[config.mk]
export PLATFORM = sky130hd
export DESIGN_NAME = cable_plotter_length_stepper
export DESIGN_NICKNAME = d
export VERILOG_FILES = /design/src/hw/rtl/cpls_pkg.sv /design/src/hw/rtl/cpls_isqrt.sv /design/src/hw/rtl/cable_plotter_length_stepper.sv
export SDC_FILE = /design/constraint.sdc
export NUM_CORES = 2
export LEC_CHECK = 0
export ABC_AREA = 1
export ABC_CLOCK_PERIOD_IN_PS = 15100
export BUFFER_PORTS_ARGS = -buffer_cell sky130_fd_sc_hd__buf_2
export CORE_MARGIN = 5
export CORE_UTILIZATION = 45
export DETAILED_ROUTE_END_ITERATION = 10
export MAX_ROUTING_LAYER = met4
export PLACE_DENSITY = 0.72
export SLEW_MARGIN = 5
export SYNTH_ARGS = -nofsm -noshare
export SYNTH_HDL_FRONTEND = slang
export SYNTH_SLANG_ARGS = --single-unit
[constraint.sdc]
create_clock -name clk -period 15.1 [get_ports clk]
set_clock_uncertainty 0.15 [all_clocks]
set_input_delay 1.51 -clock clk [delete_from_list [all_inputs] [get_ports clk]]
set_output_delay 1.51 -clock clk [all_outputs]
set_load 0.01 [all_outputs]
[src/hw/rtl/cpls_pkg.sv]
`default_nettype none

package cpls_pkg;

	// field and register widths
	localparam int unsigned POS_W   = 16;
	localparam int unsigned ABS_W   = 18;  // signed absolute coordinate
	localparam int unsigned MAG_W   = 17;  // magnitude of an absolute coordinate
	localparam int unsigned SQ_W    = 2 * MAG_W;
	localparam int unsigned RAD_W   = 36;  // sum of two squares
	localparam int unsigned LEN_W   = 18;  // cord length, root width
	localparam int unsigned REM_W   = LEN_W + 2;
	localparam int unsigned CFG_W   = 18;
	localparam int unsigned CFG_IDX_W = 3;

	// root unit: one result bit per cycle
	localparam int unsigned ISQRT_STEPS = RAD_W / 2;
	localparam int unsigned CNT_W       = $clog2(ISQRT_STEPS + 1);

	localparam int unsigned IN_W  = 32;
	localparam int unsigned OUT_W = 80;

	// register indexes
	localparam logic [CFG_IDX_W-1:0] REG_BASE_LENGTH  = 3'd0;
	localparam logic [CFG_IDX_W-1:0] REG_HOME_X       = 3'd1;
	localparam logic [CFG_IDX_W-1:0] REG_HOME_Y       = 3'd2;
	localparam logic [CFG_IDX_W-1:0] REG_LEFT_HOME    = 3'd3;
	localparam logic [CFG_IDX_W-1:0] REG_RIGHT_HOME   = 3'd4;

	// reset values
	localparam logic [POS_W-1:0] BASE_LENGTH_RST = 16'd6604;
	localparam logic [POS_W-1:0] HOME_X_RST      = 16'd2268;
	localparam logic [POS_W-1:0] HOME_Y_RST      = 16'd1997;
	localparam logic [LEN_W-1:0] LEFT_HOME_RST   = 18'd3023;
	localparam logic [LEN_W-1:0] RIGHT_HOME_RST  = 18'd4774;

	typedef enum logic [2:0] {
		ST_IDLE,
		ST_MAG,
		ST_MUL,
		ST_LOAD,
		ST_ROOT,
		ST_DONE
	} state_t;

endpackage

`default_nettype wire

[src/hw/rtl/cpls_isqrt.sv]
`default_nettype none

// Floor square root, restoring method, two radicand bits per cycle.
module cpls_isqrt
	import cpls_pkg::*;
(
	input  wire logic             clk,
	input  wire logic             arst_n,
	input  wire logic             start,
	input  wire logic [RAD_W-1:0] radicand,
	output logic                  done,
	output logic [LEN_W-1:0]      root
);

	logic [RAD_W-1:0] rad_q;
	logic [REM_W-1:0] rem_q;
	logic [LEN_W-1:0] root_q;
	logic [CNT_W-1:0] cnt_q;
	logic             done_q;

	logic             busy;
	logic [REM_W+1:0] rem_sh;
	logic [REM_W+1:0] trial;
	logic             ge;
	logic [REM_W+1:0] rem_nx;

	assign busy   = (cnt_q != '0);
	assign rem_sh = {rem_q, rad_q[RAD_W-1 -: 2]};
	assign trial  = {2'b00, root_q, 2'b01};
	assign ge     = (rem_sh >= trial);
	assign rem_nx = ge ? (rem_sh - trial) : rem_sh;

	always_ff @(posedge clk or negedge arst_n) begin
		if (!arst_n) begin
			cnt_q  <= '0;
			done_q <= 1'b0;
		end else begin
			done_q <= busy && (cnt_q == CNT_W'(1));
			if (start) begin
				cnt_q <= CNT_W'(ISQRT_STEPS);
			end else if (busy) begin
				cnt_q <= cnt_q - CNT_W'(1);
			end
		end
	end

	always_ff @(posedge clk) begin
		if (start) begin
			rad_q  <= radicand;
			rem_q  <= '0;
			root_q <= '0;
		end else if (busy) begin
			rad_q  <= {rad_q[RAD_W-3:0], 2'b00};
			rem_q  <= rem_nx[REM_W-1:0];   // remainder stays at or below 2*root
			root_q <= {root_q[LEN_W-2:0], ge};
		end
	end

	assign done = done_q;
	assign root = root_q;

	a_cnt_range: assert property (@(posedge clk) disable iff (!arst_n)
		cnt_q <= CNT_W'(ISQRT_STEPS))
		else $error("isqrt step count out of range");

	a_start_idle: assert property (@(posedge clk) disable iff (!arst_n)
		start |-> !busy)
		else $error("isqrt restarted while busy");

	a_done_last: assert property (@(posedge clk) disable iff (!arst_n)
		done_q |-> ($past(cnt_q) == CNT_W'(1)))
		else $error("isqrt done without final step");

endmodule

`default_nettype wire

[src/hw/rtl/cable_plotter_length_stepper.sv]
`default_nettype none

// Channel   Dir  Width  Contents
// s_*       in   32     target word: target_x, target_y
// m_*       out  80     step word: dirs, counts, new cord lengths
// cfg_*     in   18     register writes, no read-back
//
// From accept to m_tvalid an item passes these steps in order: adding the home
// offset, the magnitudes, the 17x17 squares, loading the radicands, the
// bit-serial root units, and forming the step words.
// The root units are the longest step: one root bit per cycle.
// s_tready is high only in idle, so a new target is taken only once the
// last one has left ST_DONE; a finished word parks in the output register,
// so the next target is taken while it waits for m_tready.
// Reset loads the cord lengths with the home length reset values; writes to
// the home length registers do not touch the stored lengths.
module cable_plotter_length_stepper
	import cpls_pkg::*;
(
	input  wire logic                 clk,
	input  wire logic                 arst_n,

	input  wire logic                 s_tvalid,
	output logic                      s_tready,
	input  wire logic [IN_W-1:0]      s_tdata,   // target_x[15:0], target_y[31:16]

	output logic                      m_tvalid,
	input  wire logic                 m_tready,
	// left_dir[0], left_count[18:1], right_dir[19], right_count[37:20],
	// left_length_out[55:38], right_length_out[73:56], zero pad [79:74]
	output logic [OUT_W-1:0]          m_tdata,

	input  wire logic                 cfg_we,
	input  wire logic [CFG_IDX_W-1:0] cfg_index,
	input  wire logic [CFG_W-1:0]     cfg_data
);

	// configuration
	logic [POS_W-1:0] base_q;
	logic [POS_W-1:0] home_x_q;
	logic [POS_W-1:0] home_y_q;

	// the home length registers only matter at reset, where their reset
	// values are used, so writes to them are dropped
	always_ff @(posedge clk or negedge arst_n) begin
		if (!arst_n) begin
			base_q   <= BASE_LENGTH_RST;
			home_x_q <= HOME_X_RST;
			home_y_q <= HOME_Y_RST;
		end else if (cfg_we) begin
			case (cfg_index)
				REG_BASE_LENGTH: base_q   <= cfg_data[POS_W-1:0];
				REG_HOME_X:      home_x_q <= cfg_data[POS_W-1:0];
				REG_HOME_Y:      home_y_q <= cfg_data[POS_W-1:0];
				REG_LEFT_HOME:   ;
				REG_RIGHT_HOME:  ;
				default:         ;
			endcase
		end
	end

	// sequencer
	state_t    state_q, state_nx;
	logic      accept;
	logic      mag_en;
	logic      mul_en;
	logic      out_load;
	logic      lroot_start, rroot_start;
	logic      lroot_done, rroot_done;

	logic m_tvalid_q;
	logic out_free;

	assign out_free = !m_tvalid_q || m_tready;

	always_ff @(posedge clk or negedge arst_n) begin
		if (!arst_n) begin
			state_q <= ST_IDLE;
		end else begin
			state_q <= state_nx;
		end
	end

	always_comb begin
		state_nx    = state_q;
		accept      = 1'b0;
		mag_en      = 1'b0;
		mul_en      = 1'b0;
		out_load    = 1'b0;
		lroot_start = 1'b0;
		rroot_start = 1'b0;
		s_tready    = 1'b0;
		case (state_q)
			ST_IDLE: begin
				s_tready = 1'b1;
				if (s_tvalid) begin
					accept   = 1'b1;
					state_nx = ST_MAG;
				end
			end
			ST_MAG: begin
				mag_en   = 1'b1;
				state_nx = ST_MUL;
			end
			ST_MUL: begin
				mul_en   = 1'b1;
				state_nx = ST_LOAD;
			end
			ST_LOAD: begin
				lroot_start = 1'b1;
				rroot_start = 1'b1;
				state_nx    = ST_ROOT;
			end
			ST_ROOT: begin
				if (lroot_done) begin
					state_nx = ST_DONE;
				end
			end
			ST_DONE: begin
				if (out_free) begin
					out_load = 1'b1;
					state_nx = ST_IDLE;
				end
			end
			default: begin
				state_nx = ST_IDLE;
			end
		endcase
	end

	// absolute position, then magnitudes, then squares
	logic signed [ABS_W-1:0] x_q, y_q;
	logic signed [ABS_W-1:0] rx;
	logic [MAG_W-1:0]        xm_q, ym_q, rxm_q;
	logic [SQ_W-1:0]         xsq_q, ysq_q, rxsq_q;

	function automatic logic [MAG_W-1:0] mag(input logic signed [ABS_W-1:0] v);
		logic [ABS_W-1:0] a;
		a = v[ABS_W-1] ? (~v + ABS_W'(1)) : v;
		return a[MAG_W-1:0];
	endfunction

	assign rx = $signed({2'b00, base_q}) - x_q;

	always_ff @(posedge clk) begin
		if (accept) begin
			x_q <= $signed({{2{s_tdata[POS_W-1]}}, s_tdata[POS_W-1:0]})
				+ $signed({2'b00, home_x_q});
			y_q <= $signed({{2{s_tdata[IN_W-1]}}, s_tdata[IN_W-1:POS_W]})
				+ $signed({2'b00, home_y_q});
		end
		if (mag_en) begin
			xm_q  <= mag(x_q);
			ym_q  <= mag(y_q);
			rxm_q <= mag(rx);
		end
		if (mul_en) begin
			xsq_q  <= xm_q * xm_q;
			ysq_q  <= ym_q * ym_q;
			rxsq_q <= rxm_q * rxm_q;
		end
	end

	// root units
	logic [RAD_W-1:0] lrad, rrad;
	logic [LEN_W-1:0] lnew, rnew;

	assign lrad = {2'b00, xsq_q} + {2'b00, ysq_q};
	assign rrad = {2'b00, rxsq_q} + {2'b00, ysq_q};

	cpls_isqrt u_lroot (
		.clk      (clk),
		.arst_n   (arst_n),
		.start    (lroot_start),
		.radicand (lrad),
		.done     (lroot_done),
		.root     (lnew)
	);

	cpls_isqrt u_rroot (
		.clk      (clk),
		.arst_n   (arst_n),
		.start    (rroot_start),
		.radicand (rrad),
		.done     (rroot_done),
		.root     (rnew)
	);

	// step counts against stored lengths
	logic [LEN_W-1:0] left_len_q, right_len_q;
	logic             lshort, rshort;
	logic [LEN_W-1:0] lcnt, rcnt;

	assign lshort = (lnew < left_len_q);
	assign rshort = (rnew < right_len_q);
	assign lcnt   = lshort ? (left_len_q - lnew) : (lnew - left_len_q);
	assign rcnt   = rshort ? (right_len_q - rnew) : (rnew - right_len_q);

	always_ff @(posedge clk or negedge arst_n) begin
		if (!arst_n) begin
			left_len_q  <= LEFT_HOME_RST;
			right_len_q <= RIGHT_HOME_RST;
			m_tvalid_q  <= 1'b0;
		end else begin
			if (out_load) begin
				left_len_q  <= lnew;
				right_len_q <= rnew;
				m_tvalid_q  <= 1'b1;
			end else if (m_tready) begin
				m_tvalid_q  <= 1'b0;
			end
		end
	end

	logic [OUT_W-1:0] out_q;

	always_ff @(posedge clk) begin
		if (out_load) begin
			out_q <= {6'b0, rnew, lnew, rcnt, rshort, lcnt, lshort};
		end
	end

	assign m_tvalid = m_tvalid_q;
	assign m_tdata  = out_q;

	// both roots run in lockstep
	a_roots_lockstep: assert property (@(posedge clk) disable iff (!arst_n)
		lroot_done == rroot_done)
		else $error("root units out of step");

	// a shortening move always has a nonzero count
	a_left_short_nz: assert property (@(posedge clk) disable iff (!arst_n)
		(m_tvalid && m_tdata[0]) |-> (m_tdata[18:1] != '0))
		else $error("left shorten with zero count");

	a_right_short_nz: assert property (@(posedge clk) disable iff (!arst_n)
		(m_tvalid && m_tdata[19]) |-> (m_tdata[37:20] != '0))
		else $error("right shorten with zero count");

	// stored lengths follow the word just issued
	a_len_track: assert property (@(posedge clk) disable iff (!arst_n)
		$past(out_load) |-> (left_len_q == m_tdata[55:38]
			&& right_len_q == m_tdata[73:56]))
		else $error("stored lengths differ from issued word");

endmodule

`default_nettype wire
==> metrics.txt <==
status=complete, no violations; DR iter-0 viols=2809; Arr. time, crit path=6580 ps; # Max-Cap Violations=0; Tot GR Track Use=around 20%; postcts setup bufs=0; Crit Path Class=flop to flop; initial antenna violation count=1; vias in the first global route=44305; port bufs=131; Worst EP required=15280 ps; Psw=832 uW; Post-CTS Resized=0; Final Power=approximately 3.3 mW; unrepaired setup endpoints after global routing=false; DRT Pass-1 Iters=6; Synth Register Bits=roughly 500; Num CTS Buffers=53; synth warn=0; die span in y=roughly 360 um; sequential share of power=46.7%; Post-Syn Instances=6775; # rows=~130; Net Sw Frac=25.1%; Initial Util=45.2%; Crit. End Element=flop; Tmin final=6400 ps; DR DRC count=0; # hold bufs at CTS=0; Hold Slack=307 ps; FF+latch area=14000 um2; Yosys cell types=between 60 and 70; most frequent cells in the layout=1517 x nand2_1, 1432 x inv_1, 577 x fa_1; CTS max path bufs=3; Pwr per Cell Area=55.4 nW/um2; grt ovf=0; Sinks on Clock Net=507; Post-synth EDFFs=about 330; cell taking the most area after synthesis=fa_1; fraction of registers with async set/reset=19.5%; Worst Hold Class=flop to flop; Worst-path clk slew=60 ps; Comb power frac=a little under an eighth; commonest non-fill, non-tap cell in the layout=nand2_1; chip width=approximately 360 um; number of nets with antenna violations after routing=0; core area=~120000 um2; reg2reg setup slack=a little under 9000 ps; fin util=around half; slowest CP cell=edfxtp_1; wire length per cell=14.9 um; vias=roughly 43000; Final HPWL DP=a little over 100 mm; VDD IR max=0.0831 mV; Final Hold Viols=0; Top Ports=between 100 and 150; routability congestion estimate from global placement=0.944; Die ar.=131000 um2; Seq/Total Area, Yosys=between 20% and 30%; # H-tree levels=2; largest net degree at the start of global routing=110; Post-Syn Area=55900 um2; slowest cell delay on critical path=about 860 ps; CP Cell Sequence=nand2_1, fa_1, inv_1, fa_1, inv_1, fa_1, inv_1, fa_1, fa_1, inv_1, fa_1, inv_1, ha_1, nand4_1, o21ai_0, nand3_1, nand2_1, nand2_1, inv_1, nor2_1, nand2_1, nand2_1; fillcell total=11875; # setup viols final=0; Final period util=42.4%; Startpoint Class=flop; clock network fraction of design power=41.9%; Fmax=~0.16 GHz; Syn Area/Cell=8.26 um2; ranking of synthesized cells by area=fa_1 21%, edfxtp_1 18%, ha_1 13%; global-route wire length before repair=213 mm; Internal=2.48 mW; ys flop type=edfxtp_1; layout cells sized above 1=5.34%; clk_lat worst skew=around 630 ps; Least-Margin Pin Slew=1030 ps; root buffer selected by CTS=clkbuf_16; area delta synth->final=7.05%; Slew headroom=31.3%; top cell type's share of synthesized area=20.7%; via/cell ratio=~5; CTS tree=built; crit-path max FO=17; fin. max-slew vios=0; area of the multi-input gates=35700 um2; Total Wirelength=126 mm; Setup TNS Final=0 ps; Leak=31.1 nW; Layout Nets=7990
==> cell families (layout without fill, tap and decap cells) <==
group           after synthesis  after routing  synth area share [%]
simple gates               2261           2261                  16.7
buf+inv                    1636           1694                  11.2
fa+ha+maj                  1138           1138                  33.2
compound gates              939            939                  9.27
flops                       507            507                  25.1
xor+xnor                    291            291                  4.56
mux                           2              2                0.0358
other cells                   1              7               0.00670
==> final timing paths <==
check | start | endpoint | cells past startpoint
min in group asynchronous | arst_n | home_y_q[11] | 1
worst min-delay path | u_lroot.rem_q[18] | u_lroot.rem_q[18] | 2
worst max register to register | rxm_q[7] | rxsq_q[26] | 22
worst min register to register | u_lroot.rem_q[18] | u_lroot.rem_q[18] | 2
max in group asynchronous | arst_n | right_len_q[17] | 2
worst max-delay path | rxm_q[7] | rxsq_q[26] | 22
==> critical path, delay by kind of cell, from the launching register on <==
family	cells	cell delay, ps
adders and majority gates	7	3330
DFF	1	860
buffers and inverters	6	360
AOI/OAI and AO/OA	1	510
and+or+nand+nor	8	900
==> metal layers <==
layer  wire length, um  global-route usage, %  vias to the layer above  part of all wire [%]
met4              3480                   5.46                        0                   2.8
met1             55400                   25.4                    20467                    44
met3              6150                   1.96                      194                   4.9
li1                  -                      -                    21242                     -
met5                 0                      -                        -                     0
met2             61300                   34.1                     1101                    49
==> cell type report <==
| type | count | area share [%] |
|---|---|---|
| Multi-Input combinational cell | 4637 | 59.6 |
| Sequential cell | 507 | 23.4 |
| Inverter | 1448 | 9.08 |
| Tap cell | 1637 | 3.42 |
| Clock buffer | 69 | 2.54 |
| Timing Repair Buffer | 147 | 1.30 |
| Clock inverter | 30 | 0.598 |
| Antenna cell | 1 | 0.00418 |
==> registers in the layout, summed over array words and instances, names as in the netlist, 20 cells and up <==
register and cells:
m_tdata 74, rxsq_q 33, u_lroot.rad_q 36, u_lroot.rem_q 20, u_rroot.rad_q 36, u_rroot.rem_q 20
xsq_q 33, ysq_q 33
==> power by group through the flow <==
stage / clock network, mW / logic, mW / registers, mW
3_5_place_dp: 0 / 0.375 / 1.58
5_1_grt: 1.48 / 0.432 / 1.55
2_1_floorplan: 0 / 0.288 / 1.57
3_3_place_gp: 0 / 0.367 / 1.58
4_1_cts: 1.42 / 0.379 / 1.55
6_report: 1.39 / 0.378 / 1.55
==> synthesized netlist by cell type (36+ instances only) <==
| cell | instances |
|---|---|
| nand2_1 | 1517 |
| inv_1 | 1433 |
| fa_1 | 577 |
| ha_1 | 561 |
| a21oi_1 | 379 |
| nor2_1 | 349 |
| o21ai_0 | 334 |
| edfxtp_1 | 332 |
| xor2_1 | 195 |
| nand3_1 | 189 |
| clkbuf_1 | 149 |
| xnor2_1 | 96 |
| dfxtp_1 | 76 |
| dfrtp_1 | 63 |
| nor3_1 | 53 |
| nand4_1 | 41 |
| o21bai_1 | 40 |
| dfstp_2 | 36 |
==> metrics by stage <==
| step | instance area [um2] | cells | worst slack [ps] |
|---|---|---|---|
| 2_1_floorplan | 56000 | 6780 | 9330 |
| 3_3_place_gp | 58000 | 8376 | 8830 |
| 3_5_place_dp | 58000 | 8376 | 8750 |
| 4_1_cts | 59900 | 8475 | 8750 |
| 5_1_grt | 59900 | 8475 | 8370 |
| 6_report | 59900 | 8476 | 8700 |
Power figures use the tool's default switching activity.
